--- config.mk ---
export PLATFORM = sky130hd
export DESIGN_NAME = pmst_cell
export DESIGN_NICKNAME = d
export VERILOG_FILES = /design/src/hw/rtl/pmst_pkg.sv /design/src/hw/rtl/pmst_cell.sv
export SDC_FILE = /design/constraint.sdc
export NUM_CORES = 2
export LEC_CHECK = 0
export BUFFER_PORTS_ARGS = -buffer_cell sky130_fd_sc_hd__buf_2
export CAP_MARGIN = 15
export CORE_ASPECT_RATIO = 1.25
export CORE_MARGIN = 5
export CORE_UTILIZATION = 50
export CTS_BUF_LIST = sky130_fd_sc_hd__clkbuf_4 sky130_fd_sc_hd__clkbuf_8 sky130_fd_sc_hd__clkbuf_16
export DETAILED_ROUTE_END_ITERATION = 8
export MAX_ROUTING_LAYER = met4
export PLACE_DENSITY = 0.72
export SLEW_MARGIN = 20
export SYNTH_ARGS = -nofsm -noshare
export SYNTH_HDL_FRONTEND = slang
export SYNTH_SLANG_ARGS = --single-unit
--- constraint.sdc ---
create_clock -name clk -period 27 [get_ports clk]
set_clock_uncertainty 0.1 [all_clocks]
set_input_delay 1.35 -clock clk [delete_from_list [all_inputs] [get_ports clk]]
set_output_delay 1.35 -clock clk [all_outputs]
set_load 0.03 [all_outputs]
--- src/hw/rtl/pmst_pkg.sv ---
// ----------------------------------------------------------------------------
// pmst_pkg: shared types and constants
// Payload structs, status codes and state encoding for the MST point set block.
// ----------------------------------------------------------------------------
package pmst_pkg;
	localparam int COORD_W = 24;
	localparam int IDX_W   = 6;
	localparam int KEY_W   = 50;
	localparam int SUM_W   = 40;

	localparam logic [KEY_W-1:0] KEY_INF = {KEY_W{1'b1}};
	localparam logic [SUM_W-1:0] SUM_MAX = {SUM_W{1'b1}};

	typedef enum logic [1:0] {
		ST_EDGE   = 2'd0,
		ST_SINGLE = 2'd1,
		ST_ERROR  = 2'd2
	} status_t;

	typedef enum logic [1:0] {
		Z_MAIN   = 2'd0,
		Z_MED    = 2'd1,
		Z_BORDER = 2'd2
	} zone_t;

	typedef struct packed {
		logic signed [COORD_W-1:0] point_x;
		logic signed [COORD_W-1:0] point_y;
		logic                      last_point;
	} point_t;

	typedef struct packed {
		logic [1:0]       status;
		logic [IDX_W-1:0] end_low;
		logic [IDX_W-1:0] end_high;
		logic [SUM_W-1:0] total_length;
		logic             last_result;
	} result_t;

	typedef enum logic [3:0] {
		S_LOAD, S_INIT, S_SCAN, S_PICK, S_SQRT, S_UPD, S_EMIT, S_EDGE_RD, S_EDGE_OUT
	} state_t;

	// broadcast from the controller to every cell
	typedef struct packed {
		logic                      init;
		logic                      upd;
		logic [IDX_W-1:0]          pick;
		logic signed [COORD_W-1:0] px;
		logic signed [COORD_W-1:0] py;
		zone_t                     pzone;
		logic                      zone_en;
	} cell_ctl_t;

	function automatic zone_t zone_of(logic signed [COORD_W-1:0] x,
			logic signed [COORD_W-1:0] y);
		zone_t z;
		if (x > 0 || y > 0) z = Z_MAIN;
		else if (x < 0 && y < 0) z = Z_MED;
		else z = Z_BORDER;
		return z;
	endfunction
endpackage

--- src/hw/rtl/pmst_cell.sv ---
// ----------------------------------------------------------------------------
// pmst_cell: one vertex of the tree
// Holds coordinates, key, parent and in-tree flag; computes the distance to
// the picked vertex from registered differences and joins the running minimum chain.
// ----------------------------------------------------------------------------
module pmst_cell
	import pmst_pkg::*;
#(
	parameter int unsigned INDEX = 0
) (
	input  logic                      clk,
	input  logic                      arst_n,
	input  logic                      load,
	input  logic signed [COORD_W-1:0] lx,
	input  logic signed [COORD_W-1:0] ly,
	input  logic                      active,
	input  cell_ctl_t                 ctl,
	input  logic                      shift,
	input  logic                      chain_vin,
	input  logic [KEY_W-1:0]          chain_kin,
	input  logic [IDX_W-1:0]          chain_iin,
	output logic                      chain_vout,
	output logic [KEY_W-1:0]          chain_kout,
	output logic [IDX_W-1:0]          chain_iout,
	output logic [IDX_W-1:0]          parent
);
	logic signed [COORD_W-1:0] x_q, y_q;
	logic [KEY_W-1:0]          key_q;
	logic [IDX_W-1:0]          par_q;
	logic                      tree_q;
	logic [COORD_W:0]          dx_s1, dy_s1;
	logic                      forbid_s1;
	logic [KEY_W-1:0]          d2;
	logic                      cand;
	logic                      cv_q;
	logic [KEY_W-1:0]          ck_q;
	logic [IDX_W-1:0]          ci_q;
	zone_t                     myz;
	logic signed [COORD_W:0]   ddx, ddy;

	assign myz = zone_of(x_q, y_q);
	assign ddx = {x_q[COORD_W-1], x_q} - {ctl.px[COORD_W-1], ctl.px};
	assign ddy = {y_q[COORD_W-1], y_q} - {ctl.py[COORD_W-1], ctl.py};

	always_ff @(posedge clk) begin
		if (load) begin
			x_q <= lx;
			y_q <= ly;
		end
		dx_s1 <= ddx[COORD_W] ? -ddx : ddx;
		dy_s1 <= ddy[COORD_W] ? -ddy : ddy;
		forbid_s1 <= ctl.zone_en && ((myz == Z_MAIN && ctl.pzone == Z_MED)
			|| (myz == Z_MED && ctl.pzone == Z_MAIN));
	end

	assign d2 = forbid_s1 ? KEY_INF
		: KEY_W'(dx_s1) * KEY_W'(dx_s1) + KEY_W'(dy_s1) * KEY_W'(dy_s1);

	always_ff @(posedge clk or negedge arst_n) begin
		if (!arst_n) begin
			tree_q <= 1'b0;
			key_q  <= KEY_INF;
			par_q  <= '0;
		end else if (ctl.init) begin
			tree_q <= 1'b0;
			key_q  <= (INDEX == 0) ? '0 : KEY_INF;
			par_q  <= '0;
		end else if (ctl.upd) begin
			if (ctl.pick == IDX_W'(INDEX)) tree_q <= 1'b1;
			else if (!tree_q && d2 < key_q) begin
				key_q <= d2;
				par_q <= ctl.pick;
			end
		end
	end

	assign cand = active && !tree_q;

	// minimum chain: shifts one cell per cycle in the scan state, lowest index wins ties
	always_ff @(posedge clk or negedge arst_n) begin
		if (!arst_n) begin
			cv_q <= 1'b0;
			ck_q <= '0;
			ci_q <= '0;
		end else if (shift) begin
			if (cand && (!chain_vin || key_q < chain_kin)) begin
				cv_q <= 1'b1;
				ck_q <= key_q;
				ci_q <= IDX_W'(INDEX);
			end else begin
				cv_q <= chain_vin;
				ck_q <= chain_kin;
				ci_q <= chain_iin;
			end
		end
	end

	assign chain_vout = cv_q;
	assign chain_kout = ck_q;
	assign chain_iout = ci_q;
	assign parent     = par_q;
endmodule

==> results.yml <==
outcome:
  outcome: "finished clean"
clock_network:
  cts_hold_buf: 0
  cts_tree: "done"
  cts_resized: 0
  clk_latency_ns: 0.60
  cts.sinks: 213
  cts_buffer_depth: 3
  ctsRootBufferMaster: "clkbuf_16"
  numCtsBuffers: 27
  htree_levels: 1
  clk_pin_slew_ns: 0.06
  cts_setup_buffers: 0
finish:
  final.fill_count: 8901
  drive_gt1_frac: 0.0775
  final_cells: 6821
  layout.cells.most_common_list: "inv_1 (1561), fa_1 (1034), ha_1 (519)"
  final_common_cell: "inv_1"
  area_growth_pct: 7.03
  final_nets: 7210
floorplan:
  dieArea_um2: 106000
  initial_utilization: 0.504
  core_um2: 99100
  dieWidth_um: 293
  die_h_um: 363
  pin_count: 232
  rows: 129
critical_path:
  crit_path_end_kind: "flip-flop"
  cp-start-kind: "flip-flop"
  crit_slowest_cell: "dfxtp_1"
  cp.required_ns: 27.38
  criticalPathCategory: "reg -> reg"
  cp_max_fo: 57
  r2r-start: "dy_s1[8]$_DFF_P_"
  cpPeakStageDelay_ns: 1.07
  crit_start: "dy_s1[8]$_DFF_P_"
  cpMostUsedCell: "fa_1"
  arrival_ns: 12.76
route:
  ant_nets: 0
  drt_iter0_markers: 1755
  drc: 0
  first_pass_iters: 5
  viasPerCell: 5.26
  wl_per_cell_um: 19.4
  num_vias: 35900
  drt-total-wl_mm: 132
place:
  place_hpwl_mm: 112
  place.port_buffers: 231
  place.gp.congestion: 1.02
  dp.cells: 6769
yosys:
  async_flop_share: 0.535
  ys_ff_latch: 213
  avgSynthCellArea_um2: 9.34
  synthCells: 5350
  synth-seq-area-share: 0.108
  synth_edf_count: 48
  synth-main-ff-cell: "dfrtp_1"
  yosys_warnings: 0
  synth_top_area_share: 0.414
  synth_top_area_cell: "fa_1"
  synth_nets: 7072
  ys_top_cells_by_area: "fa_1 (41%), ha_1 (13%), inv_1 (12%), and2_1 (3.4%), dfrtp_1 (3.2%)"
  synth.distinct_cells: 83
  synth_area_um2: 49900
worst_hold_path:
  min-delay-start: "chain_kout[42]$_DFFE_PN0P_"
  hp-class: "reg -> reg"
timing:
  tightest_slew_ns: 1.14
  finalSetupViolCount: 0
  hold_violations: 0
  fin_crit_sh: 0.459
  finalCriticalPeriod_ns: 12.38
  slew_violations: 0
  slew_headroom: 0.241
  setup_tns_ns: 0
  rsz0062_at_grt: "no"
  fmax_mhz: 80.8
run:
  max_cap_viol_count: 0
global_routing:
  grt_max_degree: 91
  grt_pass1_vias: 40500
  grt_overflow: 0
  grt_pass1_wl_mm: 213
  grt_usage: 0.263
  antenna_found_initial: 1
[sequential cells by signal, summed over array words and instances, names as in the netlist, 6 cells and up]
| signal | cells |
|---|---|
| dy_s1 | 25 |
| chain_kout | 50 |
| y_q | 24 |
| parent | 6 |
| key_q | 50 |
| chain_iout | 6 |
| x_q | 24 |
| dx_s1 | 25 |
[final timing paths]
kind	endpoint	slack, ns	depth (start not counted)
min in group asynchronous	chain_kout[8]$_DFFE_PN0P_	0.77	1
min reg2reg	chain_kout[42]$_DFFE_PN0P_	0.42	2
min	chain_kout[42]$_DFFE_PN0P_	0.42	2
max reg2reg	key_q[14]$_DFFE_PN1P_	14.62	39
max in group asynchronous	chain_kout[0]$_DFFE_PN0P_	24.87	2
max	key_q[14]$_DFFE_PN1P_	14.62	39
[synthesized netlist by cell type, types with 15 or more instances]
cell type / instances
a211oi_1: 37
a21o_1: 90
a21oi_1: 168
a311oi_1: 20
a31oi_1: 21
and2_1: 271
and3_1: 21
clkbuf_1: 157
dfrtp_1: 64
dfstp_2: 50
dfxtp_1: 51
edfxtp_1: 48
fa_1: 1034
ha_1: 519
inv_1: 1561
mux2i_1: 71
nand2_1: 395
nand2b_1: 15
nand3_1: 36
nand4_1: 28
nor2_1: 228
nor2b_1: 26
nor3_1: 17
o21ai_0: 67
o21bai_1: 15
xnor2_1: 100
xor2_1: 50
[through the flow]
| stage | util | area, um2 | setup WS [ns] | hold slack (ns) |
|---|---|---|---|---|
| after floorplan | - | 49900 | 16.59 | 0.380 |
| after global placement | 0.530 | 52500 | 14.09 | 0.399 |
| after detailed placement | 0.530 | 52500 | 14.88 | 0.409 |
| after CTS | 0.539 | 53400 | 14.81 | 0.422 |
| after global routing | 0.539 | 53500 | 14.09 | 0.435 |
| final | 0.539 | 53500 | 14.62 | 0.420 |
[metal layers]
metal,routed length (um),global-route usage,vias to the layer above
li1,-,-,16300
met1,46200,0.281,17900
met2,67300,0.458,1191
met3,7000,0.0292,487
met4,12000,0.180,0
met5,0,-,-
[worst max-delay path, delay by kind of cell, from the launching register on]
family / cells / cell delay (ns)
adder cells (fa/ha/maj): 11 / 5.16
AO/OA/AOI/OAI: 10 / 2.73
buffers and inverters: 8 / 1.60
AND/OR/NAND/NOR: 9 / 1.40
flip-flops: 1 / 1.07
XOR/XNOR: 1 / 0.14
[cell families after synthesis]
family          after synthesis  share of synthesized area
xor+xnor                    150                     0.0263
buf+inv                    1734                      0.130
compound gates              522                     0.0692
mux                          73                     0.0147
fa+ha+maj                  1553                      0.544
flops                       213                      0.108
simple gates               1105                      0.107
[area by class of cell]
| cell class | count | area [um2] | area share |
|---|---|---|---|
| repair buffers | 282 | 1550 | 0.0290 |
| diodes | 2 | 5.00 | 0.0000936 |
| well taps | 1310 | 1640 | 0.0307 |
| inverters | 1561 | 5860 | 0.110 |
| clock inverters | 16 | 151 | 0.00283 |
| flip-flops and latches | 213 | 5380 | 0.101 |
| multi-input cells | 3403 | 38100 | 0.712 |
| clock buffers | 34 | 805 | 0.0150 |
Power is not shown: default switching activity piles up to over one toggle a cycle in this logic, so the estimate is an artifact.
