$ cat config.mk
export PLATFORM = sky130hd
export DESIGN_NAME = pmst_ram
export DESIGN_NICKNAME = d
export VERILOG_FILES = /design/src/hw/rtl/pmst_ram.sv
export SDC_FILE = /design/constraint.sdc
export NUM_CORES = 1
export LEC_CHECK = 0
export ABC_AREA = 1
export ABC_CLOCK_PERIOD_IN_PS = 6300
export BUFFER_PORTS_ARGS = -buffer_cell sky130_fd_sc_hd__buf_2
export CAP_MARGIN = 25
export CELL_PAD_IN_SITES_DETAIL_PLACEMENT = 0
export CELL_PAD_IN_SITES_GLOBAL_PLACEMENT = 1
export CORE_UTILIZATION = 50
export CTS_BUF_LIST = sky130_fd_sc_hd__clkbuf_8
export CTS_CLUSTER_SIZE = 25
export DETAILED_ROUTE_END_ITERATION = 8
export GPL_ROUTABILITY_DRIVEN = 0
export PLACE_DENSITY = 0.84
export SYNTH_ARGS = -nofsm -noshare
export SYNTH_HDL_FRONTEND = slang
export SYNTH_SLANG_ARGS = --single-unit
$ cat constraint.sdc
create_clock -name clk -period 6.3 [get_ports clk]
set_clock_uncertainty 0.05 [all_clocks]
set_input_delay 0.63 -clock clk [delete_from_list [all_inputs] [get_ports clk]]
set_output_delay 0.63 -clock clk [all_outputs]
set_load 0.02 [all_outputs]
$ cat src/hw/rtl/pmst_ram.sv
// ----------------------------------------------------------------------------
// pmst_ram: generic single-port write, registered-read RAM
// One write and one read address per cycle.
// ----------------------------------------------------------------------------
module pmst_ram #(
	parameter int WIDTH = 8,
	parameter int DEPTH = 64
) (
	input  logic                     clk,
	input  logic                     we,
	input  logic [$clog2(DEPTH)-1:0] waddr,
	input  logic [WIDTH-1:0]         wdata,
	input  logic [$clog2(DEPTH)-1:0] raddr,
	output logic [WIDTH-1:0]         rdata
);
	logic [WIDTH-1:0] mem_q [DEPTH];

	always_ff @(posedge clk) begin
		if (we) mem_q[waddr] <= wdata;
		rdata <= mem_q[raddr];
	end
endmodule

==> impl_metrics.yaml, run 1 <==
synthesis:
  synthDistinctLibCells: 16
  post_synth.cell_area_avg_um2: 11.8
  netlist_area_mm2: 0.0213
  ys_warn_count: 0
  ys_seq_area_share_pct: 72.8
  synthCells: 1805
  ys_seq_elements: 520
  synth_nets: 1827
timing:
  fin_ws_ns: 3.08
  hold_viol: 0
  max_slew_margin_pct: 26.2
  tns_ns: 0
  rsz0062_at_grt: "no"
  drv_slew: 0
  fin_crit_ns: 3.22
  finalCritPeriodShare_pct: 51.1
  hold_slack_ns: 0.352
  fmax_mhz: 311
  worst_pin_slew_ns: 1.11
  finalSetupViolations: 0
setup_path:
  critical_path_class: "input port to flip-flop"
  path_max_fanout: 175
  endpoint_kind: "flip-flop"
  rrSetupSlack_ns: 4.80
  startpoint_type: "input port"
  worst_ep_required_time_ns: 6.83
  crit_arrival_ns: 3.75
pwr:
  clock_power_share_pct: 37.2
  combPwrFrac_pct: 6.3
  ir_worst_vdd_mv: 0.169
  p_per_area_mw_per_mm2: 296
  p_int_uw: 5200
  seq_power_share_pct: 56.4
  p_sw_uw: 1620
  swShare_pct: 23.7
  power.leakage_uw: 0.00837
clock_tree:
  root_buffer: "clkbuf_8"
  holdBufCountCts: 0
  cts_tree: "yes"
  cts_num_sinks: 520
  postCtsSetupRepairBufs: 0
  cts_resized: 0
  clk_pin_slew_ns: 0.06
  numCtsBuffers: 81
  cts_htree_levels: 3
  clock_latency_ns: 0.64
  cts_buffer_depth: 3
detailed_routing:
  routedWlPerCell_um: 21.1
  met3_wirelength_mm: 4.02
  routed_via_density: 5.64
  drtIter0Drc: 1540
  met2_length_mm: 24.0
  ant_nets: 0
  dr.max_layer_used: "met4"
  wl_mm: 51.3
  wl_met1_mm: 21.8
  drc: 0
  dr_total_vias: 13700
  dr.pass1.iters: 6
global_routing:
  grt_pass1_vias: 13200
  grt-ovfl-total: 0
  antenna_found_initial: 0
  grtUsageTotal_pct: 24.2
  grt_max_degree: 176
  grt_pass1_wl_mm: 79.1
cells_and_area:
  syn2layout_area_growth_pct: 7.86
  drive_gt1_share_pct: 8.00
  final_core_util_pct: 54.8
  fill_cells: 3544
  final_net_count: 1853
  register_area_mm2: 0.0155
  multiInputGateArea_mm2: 0.00495
die:
  ios: 30
  initial_core_util_pct: 50.8
  die_w_um: 209
  die_height_um: 209
  fp.coreArea_mm2: 0.0420
  dieArea_mm2: 0.0435
  rows: 75
outcome:
  status: "completed"
worst_hold_path:
  min_path_type: "input port to flip-flop"
placement:
  dp_hpwl_mm: 27.7
  dp_slack_ns: 2.55
  port_buffers: 29
job:
  cap_violations: 0
==> worst max-delay path, cell delays in order <==
cell and delay, ns:
clkbuf_8 0.48, inv_8 0.89, buf_4 0.56, nand2_1 0.12
nand3_1 0.09, nand3_1 0.09, nand2_1 0.09, nand2_1 0.06
nand3_1 0.16, nand3_1 0.20, nand2_1 0.11
==> area by class of cell <==
type | count | share of cell area [%]
Multi-Input combinational cell | 1160 | 21.5
Timing Repair Buffer | 56 | 1.70
Antenna cell | 1 | 0.0109
Inverter | 12 | 0.239
Sequential cell | 520 | 67.5
Tap cell | 539 | 2.93
Clock buffer | 83 | 4.96
Clock inverter | 57 | 1.17
==> per-stage QoR <==
stage	cells	instance area (um^2)	total power (uW)
2_1_floorplan	1805	21300	4190
3_3_place_gp	2285	21600	4340
3_5_place_dp	2287	21600	4350
4_1_cts	2427	23000	6850
5_1_grt	2427	23000	7040
6_report	2428	23000	6810
==> metal layers <==
layer  vias up  global-route usage, %
li1       6407                      -
met1      6602                   34.1
met2       586                   37.5
met5         -                      0
met4         0                   8.60
met3        97                   4.97
==> cells by family (layout without fill, tap and decap cells) <==
group	after synthesis	count (layout)	synth area share, %
buffers and inverters	125	208	4.02
other	0	1	0
AND/OR/NAND/NOR	1160	1160	23.2
flip-flops	520	520	72.8
==> flip-flops by register name, summed over array words and instances (netlist names) <==
register / count
mem_q: 512
rdata: 8
==> final timing paths <==
kind / start / to / depth (start not counted)
setup / recovery: raddr[0] / rdata[0]$_DFF_P_ / 11
hold / removal: raddr[5] / rdata[5]$_DFF_P_ / 3
setup reg to reg: mem_q[50][6]$_DFFE_PP_ / rdata[6]$_DFF_P_ / 8
hold reg to reg: mem_q[58][5]$_DFFE_PP_ / rdata[5]$_DFF_P_ / 8
==> power groups by stage <==
stage | sequential (uW) | combinational, uW | clock [uW]
global placement | 3920 | 423 | 0
floorplan | 3920 | 269 | 0
CTS | 3840 | 432 | 2580
detailed placement | 3920 | 431 | 0
finish | 3840 | 431 | 2540
global route | 3840 | 474 | 2720
==> synthesized netlist by cell type <==
cell type    n  area [um^2]
nand2_1    648         2430
edfxtp_1   512        15400
nand3_1    439         2200
nor2_1      56          210
buf_2       37          185
buf_6       35          394
clkbuf_1    15         56.3
buf_4       14          105
buf_1       10         37.5
inv_1       10         37.5
nand4_1      9         56.3
dfxtp_1      8          160
nor4_1       8         50.1
buf_8        2         30.0
inv_2        1         3.75
inv_6        1         8.76
==> layout by cell type (no fill, tap or decap) <==
cell,instances
edfxtp_1,512
nand2_1,648
nand4_1,9
inv_2,1
inv_8,2
inv_4,1
nand3_1,439
nor2_1,56
inv_6,1
inv_1,47
clkinvlp_4,4
buf_4,26
bufinv_16,1
buf_2,27
clkbuf_8,84
nor4_1,8
dfxtp_1,8
clkinv_1,10
clkinv_2,2
buf_12,1
diode_2,1
buf_16,1
Note: power is estimated with default switching activity, not from simulation.
==> run 2: changes to the inputs <==
--- a/config.mk
+++ b/config.mk
@@ -6,7 +6,7 @@
 export NUM_CORES = 1
 export LEC_CHECK = 0
 export ABC_AREA = 1
-export ABC_CLOCK_PERIOD_IN_PS = 6300
+export ABC_CLOCK_PERIOD_IN_PS = 3000
 export BUFFER_PORTS_ARGS = -buffer_cell sky130_fd_sc_hd__buf_2
 export CAP_MARGIN = 25
 export CELL_PAD_IN_SITES_DETAIL_PLACEMENT = 0
==> constraint.sdc (replaced) <==
create_clock -name clk -period 3 [get_ports clk]
set_clock_uncertainty 0.05 [all_clocks]
set_input_delay 0.3 -clock clk [delete_from_list [all_inputs] [get_ports clk]]
set_output_delay 0.3 -clock clk [all_outputs]
set_load 0.02 [all_outputs]
==> run 2 against run 1 <==
Against the previous run: power increased by 120%; setup slack got worse by 2.4 ns; combinational power increased by 120%; utilization increased by 1.7 points; worst hold slack got worse by 0.30 ns; sequential share of layout area decreased by 2.0 points; wire length increased by 5.2%; critical path type unchanged.
==> impl_metrics.yaml, run 2 (synthesized netlist as in run 1, its figures left out) <==
die:
  dieArea_mm2: 0.0435
  die_height_um: 209
  die_w_um: 209
  initial_core_util_pct: 50.8
  rows: 75
  fp.coreArea_mm2: 0.0420
  ios: 30
placement:
  dp_hpwl_mm: 31.3
  dpl_cell_area_mm2: 0.0221
  port_buffers: 29
  dp_slack_ns: 0.110
worst_hold_path:
  min_path_type: "input port to flip-flop"
  worstHoldStart: "wdata[6]"
timing:
  fin_ws_ns: 0.691
  max_slew_margin_pct: 30.0
  worst_pin_slew_ns: 1.05
  finalSetupViolations: 0
  finalCritPeriodShare_pct: 77.0
  fmax_mhz: 433
  fin_crit_ns: 2.31
  drv_slew: 0
  hold_slack_ns: 0.0563
  hold_viol: 0
  tns_ns: 0
  rsz0062_at_grt: "no"
detailed_routing:
  drtIter0Drc: 1592
  drc: 0
  routedWlPerCell_um: 21.6
  dr_total_vias: 14100
  dr.pass1.iters: 7
  routed_via_density: 5.67
  wl_mm: 54.0
  ant_nets: 0
cells_and_area:
  final_net_count: 1909
  drive_gt1_share_pct: 11.3
  postLayoutCellArea_mm2: 0.0237
  largest_reg_flops: 512
  reg.largest.list: "mem_q (512), rdata (8)"
  mostFrequentLayoutCell: "nand2_1"
  final_cell_mix: "nand2_1, edfxtp_1, nand3_1"
  regMostFlops: "mem_q"
  syn2layout_area_growth_pct: 11.1
clock_tree:
  cts_num_sinks: 520
  cts_htree_levels: 3
  clk_pin_slew_ns: 0.06
  numCtsBuffers: 84
  postCtsSetupRepairBufs: 0
  clock_latency_ns: 0.65
  cts_buffer_depth: 3
  cts_tree: "yes"
  root_buffer: "clkbuf_8"
setup_path:
  cp_cell_sequence: "buf_2 > inv_1 > nand4_1 > nor2_1"
  crit_arrival_ns: 2.53
  critical_path_class: "input port to flip-flop"
  startpoint_type: "input port"
  critPathMaxStageDelay_ns: 1.02
  path_max_fanout: 9
  cp-startpoint: "waddr[0]"
  worst_ep_required_time_ns: 3.22
  cp_slowest_cell: "nor2_1"
  r2r_start: "mem_q[59][7]$_DFFE_PP_"
  endpoint_kind: "flip-flop"
global_routing:
  grt_pass1_vias: 13700
  antenna_found_initial: 3
  grtUsageTotal_pct: 25.3
  grt_pass1_wl_mm: 82.7
  grt-ovfl-total: 0
  grt_max_degree: 129
pwr:
  ir_worst_vdd_mv: 0.332
  p_per_area_mw_per_mm2: 628
  power.leakage_uw: 0.00874
outcome:
  status: "completed"
job:
  cap_violations: 0
run 2: cell types whose count changed in the layout (fill, tap and decap cells not counted), sizes merged:
cell	before	now
dlygate4sd3	0	1
clkbuf	84	96
inv	52	37
buf	55	107
clkinv	12	31
clkinvlp	4	2
bufinv	1	2
run 2: metal layers:
| layer | routed length [um] | vias to the layer above | share of wire (%) | track usage [%] |
|---|---|---|---|---|
| met4 | 1130 | 2 | 2.1 | 7.96 |
| met3 | 4440 | 91 | 8.2 | 4.33 |
| met2 | 25800 | 651 | 48 | 40.5 |
| met5 | 13 | - | 0.024 | 0 |
| li1 | - | 6524 | - | - |
| met1 | 22600 | 6880 | 42 | 35.6 |
run 2: power by group:
group	switching [uW]	internal [uW]	leakage, uW	total, uW
Sequential	35.7	8040	0.00467	8080
Clock	2780	3070	0.000913	5850
Combinational	717	244	0.00315	961
run 2: final timing paths:
check	endpoint	slack, ns	cells after the start
min	mem_q[55][6]$_DFFE_PP_	0.06	1
max	mem_q[58][2]$_DFFE_PP_	0.69	4
min reg2reg	rdata[3]$_DFF_P_	0.79	8
max reg2reg	rdata[7]$_DFF_P_	1.57	8
run 2: area by class of cell:
type,instances,area [um^2]
inverter,12,55.1
multi-input combinational,1160,4950
clock inverter,60,307
sequential,520,15500
fill,3480,18300
antenna,1,2.50
tap,539,674
clock buffer,95,1310
timing repair buffer,109,885
run 2: critical path, delay by kind of cell:
family | cells | cell delay, ns
simple gates | 2 | 1.87
buf+inv | 2 | 0.35
run 2: metrics by stage:
step / power (uW) / cells / util (%)
CTS: 15000 / 2495 / 56.4
global placement: 9170 / 2339 / 52.5
floorplan: 8790 / 1805 / -
finish: 14900 / 2496 / 56.4
global route: 15400 / 2496 / 56.4
detailed placement: 9180 / 2339 / 52.5
run 2: what timing repair did:
action / in CTS / in global routing
hold buffers: 1 / 0
setup endpoints to repair: 0 / 0
resized for setup: 0 / 0
endpoints found under the hold margin: 3 / 0
