[config.mk]
export PLATFORM = sky130hd
export DESIGN_NAME = pmst_sqrt
export DESIGN_NICKNAME = d
export VERILOG_FILES = /design/src/hw/rtl/pmst_pkg.sv /design/src/hw/rtl/pmst_sqrt.sv
export SDC_FILE = /design/constraint.sdc
export NUM_CORES = 1
export LEC_CHECK = 0
export BUFFER_PORTS_ARGS = -buffer_cell sky130_fd_sc_hd__clkbuf_2
export CORE_ASPECT_RATIO = 0.9
export CORE_MARGIN = 3
export CORE_UTILIZATION = 50
export CTS_BUF_LIST = sky130_fd_sc_hd__clkbuf_8
export CTS_CLUSTER_SIZE = 20
export DETAILED_ROUTE_END_ITERATION = 16
export PLACE_DENSITY = 0.82
export SLEW_MARGIN = 40
export SYNTH_ARGS = -nofsm -noshare
export SYNTH_HDL_FRONTEND = slang
export SYNTH_SLANG_ARGS = --single-unit
[constraint.sdc]
create_clock -name clk -period 5 [get_ports clk]
set_input_delay 0.25 -clock clk [delete_from_list [all_inputs] [get_ports clk]]
set_output_delay 0.25 -clock clk [all_outputs]
set_load 0.01 [all_outputs]
[src/hw/rtl/pmst_pkg.sv]
// ----------------------------------------------------------------------------
// pmst_pkg: shared types and constants
// Payload structs, status codes and state encoding for the MST point set block.
// ----------------------------------------------------------------------------
package pmst_pkg;
	localparam int COORD_W = 24;
	localparam int IDX_W   = 6;
	localparam int KEY_W   = 50;
	localparam int SUM_W   = 40;

	localparam logic [KEY_W-1:0] KEY_INF = {KEY_W{1'b1}};
	localparam logic [SUM_W-1:0] SUM_MAX = {SUM_W{1'b1}};

	typedef enum logic [1:0] {
		ST_EDGE   = 2'd0,
		ST_SINGLE = 2'd1,
		ST_ERROR  = 2'd2
	} status_t;

	typedef enum logic [1:0] {
		Z_MAIN   = 2'd0,
		Z_MED    = 2'd1,
		Z_BORDER = 2'd2
	} zone_t;

	typedef struct packed {
		logic signed [COORD_W-1:0] point_x;
		logic signed [COORD_W-1:0] point_y;
		logic                      last_point;
	} point_t;

	typedef struct packed {
		logic [1:0]       status;
		logic [IDX_W-1:0] end_low;
		logic [IDX_W-1:0] end_high;
		logic [SUM_W-1:0] total_length;
		logic             last_result;
	} result_t;

	typedef enum logic [3:0] {
		S_LOAD, S_INIT, S_SCAN, S_PICK, S_SQRT, S_UPD, S_EMIT, S_EDGE_RD, S_EDGE_OUT
	} state_t;

	// broadcast from the controller to every cell
	typedef struct packed {
		logic                      init;
		logic                      upd;
		logic [IDX_W-1:0]          pick;
		logic signed [COORD_W-1:0] px;
		logic signed [COORD_W-1:0] py;
		zone_t                     pzone;
		logic                      zone_en;
	} cell_ctl_t;

	function automatic zone_t zone_of(logic signed [COORD_W-1:0] x,
			logic signed [COORD_W-1:0] y);
		zone_t z;
		if (x > 0 || y > 0) z = Z_MAIN;
		else if (x < 0 && y < 0) z = Z_MED;
		else z = Z_BORDER;
		return z;
	endfunction
endpackage

[src/hw/rtl/pmst_sqrt.sv]
// ----------------------------------------------------------------------------
// pmst_sqrt: restoring square root, one result bit per cycle
// Returns floor(sqrt(d2 * 4^FRAC)).
// ----------------------------------------------------------------------------
module pmst_sqrt
	import pmst_pkg::*;
#(
	parameter int FRAC = 8
) (
	input  logic             clk,
	input  logic             arst_n,
	input  logic             go,
	input  logic [KEY_W-1:0] d2,
	output logic             done,
	output logic [SUM_W-1:0] root
);
	localparam int RW   = 25 + FRAC;
	localparam int OPW  = 2 * RW;
	localparam int CW   = $clog2(RW + 1);

	logic [OPW-1:0] op_q;
	logic [RW+1:0]  rem_q;
	logic [RW-1:0]  root_q;
	logic [CW-1:0]  cnt_q;
	logic           busy_q;
	logic [RW+1:0]  rem_n, trial;

	assign rem_n = {rem_q[RW-1:0], op_q[OPW-1 -: 2]};
	assign trial = {root_q, 2'b01};

	always_ff @(posedge clk or negedge arst_n) begin
		if (!arst_n) begin
			busy_q <= 1'b0;
			cnt_q  <= '0;
			done   <= 1'b0;
		end else begin
			done <= 1'b0;
			if (go) begin
				busy_q <= 1'b1;
				cnt_q  <= CW'(RW);
			end else if (busy_q) begin
				cnt_q <= cnt_q - 1'b1;
				if (cnt_q == CW'(1)) begin
					busy_q <= 1'b0;
					done   <= 1'b1;
				end
			end
		end
	end

	always_ff @(posedge clk) begin
		if (go) begin
			op_q   <= OPW'(d2) << (2 * FRAC);
			rem_q  <= '0;
			root_q <= '0;
		end else if (busy_q) begin
			op_q <= op_q << 2;
			if (rem_n >= trial) begin
				rem_q  <= rem_n - trial;
				root_q <= {root_q[RW-2:0], 1'b1};
			end else begin
				rem_q  <= rem_n;
				root_q <= {root_q[RW-2:0], 1'b0};
			end
		end
	end

	assign root = SUM_W'(root_q);
endmodule

==> out/metrics.csv, run 1 <==
metric,value,unit
status,"finished, final reports clean",
arrival,3.78,ns
power_density,594.1,nW/um^2
ys_ff_latch,124,
insertion_delay,0.46,ns
rsz0062_at_grt,false,
drt_first_pass_iters,5,
p_clk_share,17.6,%
post_cts_resized,0,
port_buffers,86,
path_buf_inv,2,
final_nets,892,
grt_pass1_wl,25.44,mm
holdPathEnd,op_q[17],
p_int,0.002767,W
vias,5512,
wire_per_inst,15.11,um
ir_drop,0.2896,mV
sw_frac_of_total,41.99,%
fillers,1218,
area_growth,12.01,%
skew,0.01132,ns
cts_made_buffers,17,
finalCritPeriodShare,68.67,%
rr_startpoint,root_q[15],
final_antenna_net_count,0,
fin_area,8029,um^2
required,5.34,ns
cap_violations,0,
maxSlewHeadroom,48.59,%
cts-htree-levels,4,
first_iter_violations,456,
setup_viol,0,
hpwlAfterDp,10.45,mm
power.leakage,3.536,nW
async_flop_share,6.452,%
die_w,132.2,um
yosys.area.top_type_share,20.95,%
rows,40,
period_minus_slack,3.434,ns
fp.coreArea,13660,um^2
report.final.hold_viol_count,0,
grt_antenna_before_repair,0,
synth_cells,733,
gp_congestion,0.8630,
synth_area,7168,um^2
yosysUniqueCellTypes,70,
drive_gt1_share,23.44,%
die-area,15810,um^2
worstPathCellList,inv_1 -> ha_1 -> and4_1 -> and3_1 -> a21bo_4 -> a31oi_4 -> a31oi_4 -> o31ai_4 -> buf_4 -> nor3_2 -> a311o_1,
min_path_cells,2,
cts-root-buf,clkbuf_8,
cp-end-kind,flip-flop,
setup_tns,0,ns
min-delay-path-class,input port to flip-flop,
clock-sinks,124,
synth.area.top_cells,"edfxtp_1, dfxtp_1, mux2_2, ha_1, mux2i_1",
startpoint_type,flip-flop,
p_seq_share,30.4,%
dpl_cell_area,7646,um^2
r2r-end,rem_q[13],
start_util,52.46,%
fin_util,58.76,%
io-pin-count,94,
cts_tree,built,
grt_overflow,0,
worstMarginPinSlew,0.7712,ns
routed_wl,15.17,mm
max_clock_freq,291.2,MHz
r2r_cells,11,
slowest_stage,o31ai_4,
yosys_most_used_dff,dfxtp_1,
avgSynthCellArea,9.779,um^2
crit_fanout,18,
drc,0,
holdCritStartpoint,d2[1],
synth_edf_count,50,
regToRegSetupSlack,1.57,ns
grt_start_max_net_pins,65,
ys_seq_area_share,42.17,%
crit_path_frequent_cell,a31oi_4,
ys_warn_count,0,
clkTransAtPathRegs,0.07,ns
crit_type,flip-flop to flip-flop,
clock_path_buffers,2,
grt_pass1_vias,5277,
p_sw,0.002003,W
antenna_cells,0,
routed_via_density,5.490,
grt_util_all_layers,19.58,%
combinationalPowerShare,52.0,%
chipHeight,119.6,um
yosysTopAreaCell,edfxtp_1,
critPathMaxStageDelay,0.66,ns
slew_violations,0,
cpLargestDelayFamily,compound AO/OA/AOI/OAI gates,
cells by family after synthesis:
group | Yosys count | synth area share (%)
AO/OA/AOI/OAI | 142 | 14.35
XOR/XNOR | 30 | 3.666
adder cells (fa/ha/maj) | 37 | 6.458
buffers and inverters | 96 | 6.354
flip-flops | 124 | 42.17
multiplexers | 86 | 12.85
other | 1 | 0.05231
AND/OR/NAND/NOR | 217 | 14.10
worst max path at each step:
stage                          start   endpoint  slack (ns)  cells after the start
after floorplan           root_q[11]  rem_q[13]        2.35                     11
after global placement     root_q[5]  rem_q[13]        1.62                     12
after detailed placement   root_q[5]  rem_q[13]        1.59                     12
after CTS                 root_q[15]  rem_q[13]        1.59                     11
after global routing      root_q[15]  rem_q[13]        1.35                     11
final                     root_q[15]  rem_q[13]        1.57                     11
placed cells by master, fill, tap and decap left out, types with 17 or more instances in the layout:
master,count
clkbuf_2,85
nor2_1,70
dfxtp_1,66
nand2_1,65
edfxtp_1,50
inv_1,48
mux2_2,48
mux2i_1,38
ha_1,37
a21oi_1,33
nand3_1,31
xnor2_1,17
clkbuf_8,17
Yosys cell counts (6+ instances only):
master / count
a211oi_1: 9
a21o_1: 7
a21oi_1: 33
a311oi_1: 12
and3_1: 6
buf_2: 7
buf_4: 8
buf_6: 6
clkbuf_1: 21
dfrtp_1: 8
dfxtp_1: 66
edfxtp_1: 50
ha_1: 37
inv_1: 49
mux2_2: 48
mux2i_1: 38
nand2_1: 65
nand3_1: 31
nor2_1: 70
nor3_1: 8
o21a_1: 8
o21ai_0: 16
o21ai_1: 9
xnor2_1: 17
xor2_1: 13
what timing repair did:
item / CTS / global route
hold endpoints to repair: 8 / 0
buffers inserted: 0 / 0
hold buffers: 1 / 0
registers in the layout (all words and copies together) (netlist names):
signal,flops
busy_q,1
rem_q,33
op_q,50
root_q,33
done,1
cnt_q,6
layer usage:
metal / GRT usage [%] / share of wire (%) / vias to the layer above
met5: 0 / 0 / -
met4: 8.896 / 2.5 / 0
met3: 4.526 / 4.7 / 32
met2: 29.23 / 45 / 131
met1: 27.14 / 48 / 2591
li1: - / - / 2758
layout make-up:
| class | count | area, um^2 | share of cell area [%] |
|---|---|---|---|
| tap | 189 | 236.5 | 2.945 |
| inverter | 49 | 186.4 | 2.322 |
| clock buffer | 17 | 234.0 | 2.914 |
| timing repair buffer | 91 | 485.5 | 6.046 |
| clock inverter | 15 | 138.9 | 1.730 |
| sequential | 124 | 3027 | 37.70 |
| multi-input combinational | 519 | 3721 | 46.35 |
worst reg2reg max path: stages, from the launching register on:
cell and delay [ns]:
dfxtp_1 0.39, inv_1 0.06, ha_1 0.41, and4_1 0.24, and3_1 0.20, a21bo_4 0.25, a31oi_4 0.20, a31oi_4 0.16
o31ai_4 0.66, buf_4 0.37, nor3_2 0.07, a311o_1 0.32
power by group through the flow:
stage	logic, W	clock network, W	registers (W)
after CTS	0.00246	0.000859	0.00145
after floorplan	0.00213	0	0.00141
after global routing	0.00276	0.000912	0.00148
after global placement	0.00237	0	0.00149
final	0.00248	0.000841	0.00145
after detailed placement	0.00244	0	0.00147
metrics by stage:
| stage | hold slack [ns] | total power (W) | instances | setup WS (ns) |
|---|---|---|---|---|
| 2_1_floorplan | -0.04559 | 0.003540 | 739 | 2.346 |
| 3_3_place_gp | 0.1078 | 0.003855 | 970 | 1.625 |
| 3_5_place_dp | 0.1115 | 0.003909 | 971 | 1.591 |
| 4_1_cts | 0.04742 | 0.004771 | 1004 | 1.586 |
| 5_1_grt | 0.04757 | 0.005147 | 1004 | 1.352 |
| 6_report | 0.07905 | 0.004770 | 1004 | 1.566 |
No activity file was read; power rests on OpenSTA's default activity.
==> run 2, diff against run 1 <==
--- a/config.mk
+++ b/config.mk
@@ -12,7 +12,7 @@
 export CTS_BUF_LIST = sky130_fd_sc_hd__clkbuf_8
 export CTS_CLUSTER_SIZE = 20
 export DETAILED_ROUTE_END_ITERATION = 16
-export PLACE_DENSITY = 0.82
+export PLACE_DENSITY = 0.84
 export SLEW_MARGIN = 40
 export SYNTH_ARGS = -nofsm -noshare
 export SYNTH_HDL_FRONTEND = slang
==> constraint.sdc (replaced) <==
create_clock -name clk -period 2.9 [get_ports clk]
set_input_delay 0.145 -clock clk [delete_from_list [all_inputs] [get_ports clk]]
set_output_delay 0.145 -clock clk [all_outputs]
set_load 0.01 [all_outputs]
==> out/metrics.csv, run 2 (synthesis gave the netlist of run 1 again) <==
metric,value,unit
die_w,132.2,um
io-pin-count,94,
maxSlewHeadroom,59.98,%
final_cells,1099,
status,"finished, final reports clean",
port_buffers,86,
cts-root-buf,clkbuf_8,
cp-end-kind,flip-flop,
wire_per_inst,17.16,um
hpwlAfterDp,11.45,mm
top_register,op_q,
rows,40,
grt_pass1_vias,5961,
fp.coreArea,13660,um^2
wl_met3,908,um
largest_register_ff_count,50,
arrival,3.20,ns
power.leakage,3.982,nW
top_regs,"op_q x50, rem_q x33, root_q x33",
drc,0,
mostFrequentLayoutCells,"clkbuf_2, nor2_1, nand2_1, dfxtp_1, dlygate4sd3_1",
first_iter_violations,543,
grt_antenna_before_repair,0,
critPathMaxStageDelay,0.35,ns
wirelength_met1,7.915,mm
period_minus_slack,2.828,ns
cp_num_cells,12,
worstPathCellList,inv_1 -> ha_4 -> and4_4 -> and3_1 -> a21bo_4 -> a31oi_4 -> a31oi_4 -> o31ai_4 -> buf_6 -> buf_6 -> nand2_1 -> a311oi_2,
final_nets,987,
dpl.cell_count,1007,
crit_type,flip-flop to flip-flop,
worstMarginPinSlew,0.5967,ns
grt_start_max_net_pins,51,
max_clock_freq,353.6,MHz
cts_tree,built,
min-delay-path-class,input port to asynchronous set/reset pin,
rsz0062_at_grt,true,
insertion_delay,0.48,ns
drt_first_pass_iters,5,
slew_violations,0,
final_common_cell,clkbuf_2,
setup_viol,0,
power_density,1033,nW/um^2
report.final.hold_viol_count,0,
clock-sinks,124,
dpl_cell_area,7930,um^2
grt_util_all_layers,23.24,%
area_growth,26.74,%
cpLargestDelayFamily,compound AO/OA/AOI/OAI gates,
r2r_cells,12,
clock_path_buffers,2,
cap_violations,0,
final_antenna_net_count,0,
chipHeight,119.6,um
grt_overflow,0,
finalCritPeriodShare,97.52,%
die-area,15810,um^2
vias,6174,
startpoint_type,flip-flop,
slowest_stage,dfxtp_1,
gp_congestion,0.9105,
wl_met2,9.268,mm
cts-htree-levels,4,
routed_via_density,5.618,
drive_gt1_share,28.79,%
crit_fanout,13,
start_util,52.46,%
skew,0.02441,ns
routed_wl,18.86,mm
path_buf_inv,3,
required,3.27,ns
cts_made_buffers,17,
fillers,1061,
antenna_cells,0,
clkTransAtPathRegs,0.08,ns
ir_drop,0.7051,mV
top_layer_used,met4,
fin_area,9085,um^2
grt_pass1_wl,29.84,mm
## run 2: cell types whose count changed in the layout (fill, tap and decap cells not counted), moves of 10 or more
cell	previous run	this run
ha_4	0	10
ha_1	37	26
dfxtp_1	66	55
buf_4	4	43
dlygate4sd3_1	1	51
dfxtp_2	0	10
## run 2: per-stage QoR
step           hold WS (ns)  power [W]  util [%]  setup WS (ns)  setup TNS, ns
2_1_floorplan       -0.1506   0.006104         -         0.2459              0
3_3_place_gp       0.002158   0.007050     58.04        0.09169              0
3_5_place_dp       0.001971   0.007173     58.04        0.07408              0
4_1_cts             0.04188   0.008734     64.51        0.02810              0
5_1_grt             0.06938   0.009971     66.49        -0.1125        -0.6630
6_report            0.07940   0.009383     66.49        0.07188              0
## run 2: cell type report
class	count	area, um^2	area share (%)
tap	189	236.5	2.603
multi-input combinational	519	3871	42.61
clock inverter	15	138.9	1.529
clock buffer	17	234.0	2.575
inverter	49	183.9	2.025
timing repair buffer	186	1378	15.16
sequential	124	3043	33.49
## run 2: what timing repair did
item / CTS / global route
gates resized for setup: 0 / 39
hold buffers: 51 / 0
endpoints found under the hold margin: 58 / 0
setup endpoints to repair: 0 / 27
buffers inserted: 0 / 8
## run 2: power by group
part	leakage [nW]	switching, W	internal (W)	total (W)
Sequential	1.17	0.000292	0.00224	0.00253
Clock	0.184	0.000820	0.000691	0.00151
Combinational	2.63	0.00280	0.00254	0.00534
## run 2: path summary, 6_finish.rpt
path                            start        end  slack (ns)
setup / recovery           root_q[14]   rem_q[6]        0.07
max in group asynchronous      arst_n     busy_q        2.62
min in group clk                   go  root_q[1]        0.18
hold / removal                 arst_n       done        0.08
hold reg to reg             rem_q[22]  rem_q[22]        0.48
setup reg to reg           root_q[14]   rem_q[6]        0.07
## run 2: layer usage
| metal | global-route usage, % | up-vias |
|---|---|---|
| met5 | 0 | - |
| met3 | 4.652 | 40 |
| met2 | 38.88 | 231 |
| met1 | 29.00 | 2952 |
| li1 | - | 2951 |
| met4 | 10.97 | 0 |
==> run 3, diff against run 2 <==
--- a/config.mk
+++ b/config.mk
@@ -12,7 +12,7 @@
 export CTS_BUF_LIST = sky130_fd_sc_hd__clkbuf_8
 export CTS_CLUSTER_SIZE = 20
 export DETAILED_ROUTE_END_ITERATION = 16
-export PLACE_DENSITY = 0.84
+export PLACE_DENSITY = 0.82
 export SLEW_MARGIN = 40
 export SYNTH_ARGS = -nofsm -noshare
 export SYNTH_HDL_FRONTEND = slang
==> constraint.sdc (replaced) <==
create_clock -name clk -period 3 [get_ports clk]
set_input_delay 0.15 -clock clk [delete_from_list [all_inputs] [get_ports clk]]
set_output_delay 0.15 -clock clk [all_outputs]
set_load 0.01 [all_outputs]
==> out/metrics.csv, run 3 (synthesis gave the netlist of run 1 again) <==
metric,value,unit
setup_tns,0,ns
drt_first_pass_iters,7,
grt_pass1_vias,5864,
p_sw,0.003706,W
cts-root-buf,clkbuf_8,
top_register,op_q,
regToRegSetupSlack,0.13,ns
combinationalPowerShare,56.0,%
grt_overflow,0,
fp.coreArea,13660,um^2
io-pin-count,94,
area_growth,25.40,%
skew,0.01600,ns
arrival,3.21,ns
cts-htree-levels,4,
start_util,52.46,%
power.leakage,3.922,nW
final_antenna_net_count,0,
p_clk_share,16.3,%
drc,0,
hpwlAfterDp,11.61,mm
report.final.hold_viol_count,0,
port_buffers,86,
routed_wl,18.15,mm
clkTransAtPathRegs,0.09,ns
setup_viol,0,
grt_pass1_wl,28.50,mm
dpl_cell_area,7843,um^2
grt_util_all_layers,22.25,%
p_int,0.005156,W
chipHeight,119.6,um
vias,6048,
wire_per_inst,16.65,um
fin_area,8989,um^2
final_common_cell,clkbuf_2,
power_density,986.0,nW/um^2
dp_slack,0.06147,ns
p_seq_share,27.7,%
routed_via_density,5.549,
sw_frac_of_total,41.82,%
largest_register_ff_count,50,
clock_path_buffers,2,
period_minus_slack,2.867,ns
r2r-end,rem_q[13],
grt_antenna_before_repair,1,
status,"finished, final reports clean",
worstMarginPinSlew,0.8774,ns
ir_drop,0.4672,mV
die-area,15810,um^2
cp-end-kind,flip-flop,
required,3.35,ns
fin_util,65.79,%
cap_violations,0,
mostFrequentLayoutCells,"clkbuf_2, nor2_1, nand2_1, dfxtp_1",
top_regs,"op_q x50, rem_q x33, root_q x33",
grt_start_max_net_pins,52,
cts_tree,built,
min-delay-path-class,input port to flip-flop,
startpoint,root_q[16],
setup_ws,0.1334,ns
max_clock_freq,348.9,MHz
clock-sinks,124,
maxSlewHeadroom,41.39,%
gp_congestion,0.9549,
crit_type,flip-flop to flip-flop,
rows,40,
cp-endpoint,rem_q[13],
slew_violations,0,
finalCritPeriodShare,95.55,%
final_cells,1090,
final_nets,977,
drive_gt1_share,28.33,%
cts_made_buffers,17,
r2r_cells,14,
crit_fanout,8,
first_iter_violations,551,
rr_startpoint,root_q[16],
startpoint_type,flip-flop,
die_w,132.2,um
insertion_delay,0.47,ns
dpl.cell_count,997,
[run 3: per-layer routing]
layer	vias to the layer above	global-route usage, %	wire length (um)
met5	-	0	0
met4	0	10.26	521
met3	35	4.191	789
met2	192	37.63	8998
met1	2888	27.70	7837
li1	2933	-	-
[run 3: repair_timing]
item,4_1_cts,5_1_grt
hold buffers,49,1
endpoints found under the hold margin,56,1
buffers inserted,0,9
endpoints found under the setup margin,0,34
gates resized for setup,0,36
[run 3: critical path, cell delays in order, from the launching register on]
cell and delay, ns:
dfxtp_2 0.36, inv_1 0.08, ha_4 0.28, nand4_1 0.14
nor3_2 0.25, nand3_1 0.12, nor4_2 0.30, buf_4 0.17
a221oi_1 0.07, o21a_1 0.24, o31ai_4 0.09, buf_6 0.17
buf_12 0.13, nor3_2 0.05, a311o_1 0.28
[run 3: worst min-delay path by stage]
stage	startpoint	end	slack [ns]	cells after the start
floorplan	arst_n	busy_q	-0.15	0
global placement	arst_n	cnt_q[0]	0.007	1
detailed placement	arst_n	cnt_q[1]	0.005	1
CTS	d2[33]	op_q[49]	0.006	2
global route	d2[25]	op_q[41]	-0.0009	2
finish	d2[25]	op_q[41]	0.02	2
[run 3: layout make-up]
cell class                      count  area [um^2]
Fill cell                        1079         4674
Multi-Input combinational cell    519         3867
Sequential cell                   124         3038
Timing Repair Buffer              176         1287
Tap cell                          189        236.5
Clock buffer                       17        234.0
Inverter                           49        183.9
Clock inverter                     15        138.9
Antenna cell                        1        2.502
[run 3: per-stage QoR]
stage               hold WS [ns]  power, W
floorplan                -0.1456  0.005901
global placement        0.007153  0.006714
detailed placement      0.005337  0.006848
CTS                     0.006290  0.008339
global route          -0.0009001  0.009452
finish                   0.01535  0.008862
[run 3: power by group through the flow]
stage / combinational [W] / clock (W) / sequential, W
floorplan: 0.00356 / 0 / 0.00234
global placement: 0.00427 / 0 / 0.00244
detailed placement: 0.00439 / 0 / 0.00246
CTS: 0.00448 / 0.00144 / 0.00242
global route: 0.00542 / 0.00153 / 0.00250
finish: 0.00496 / 0.00144 / 0.00246
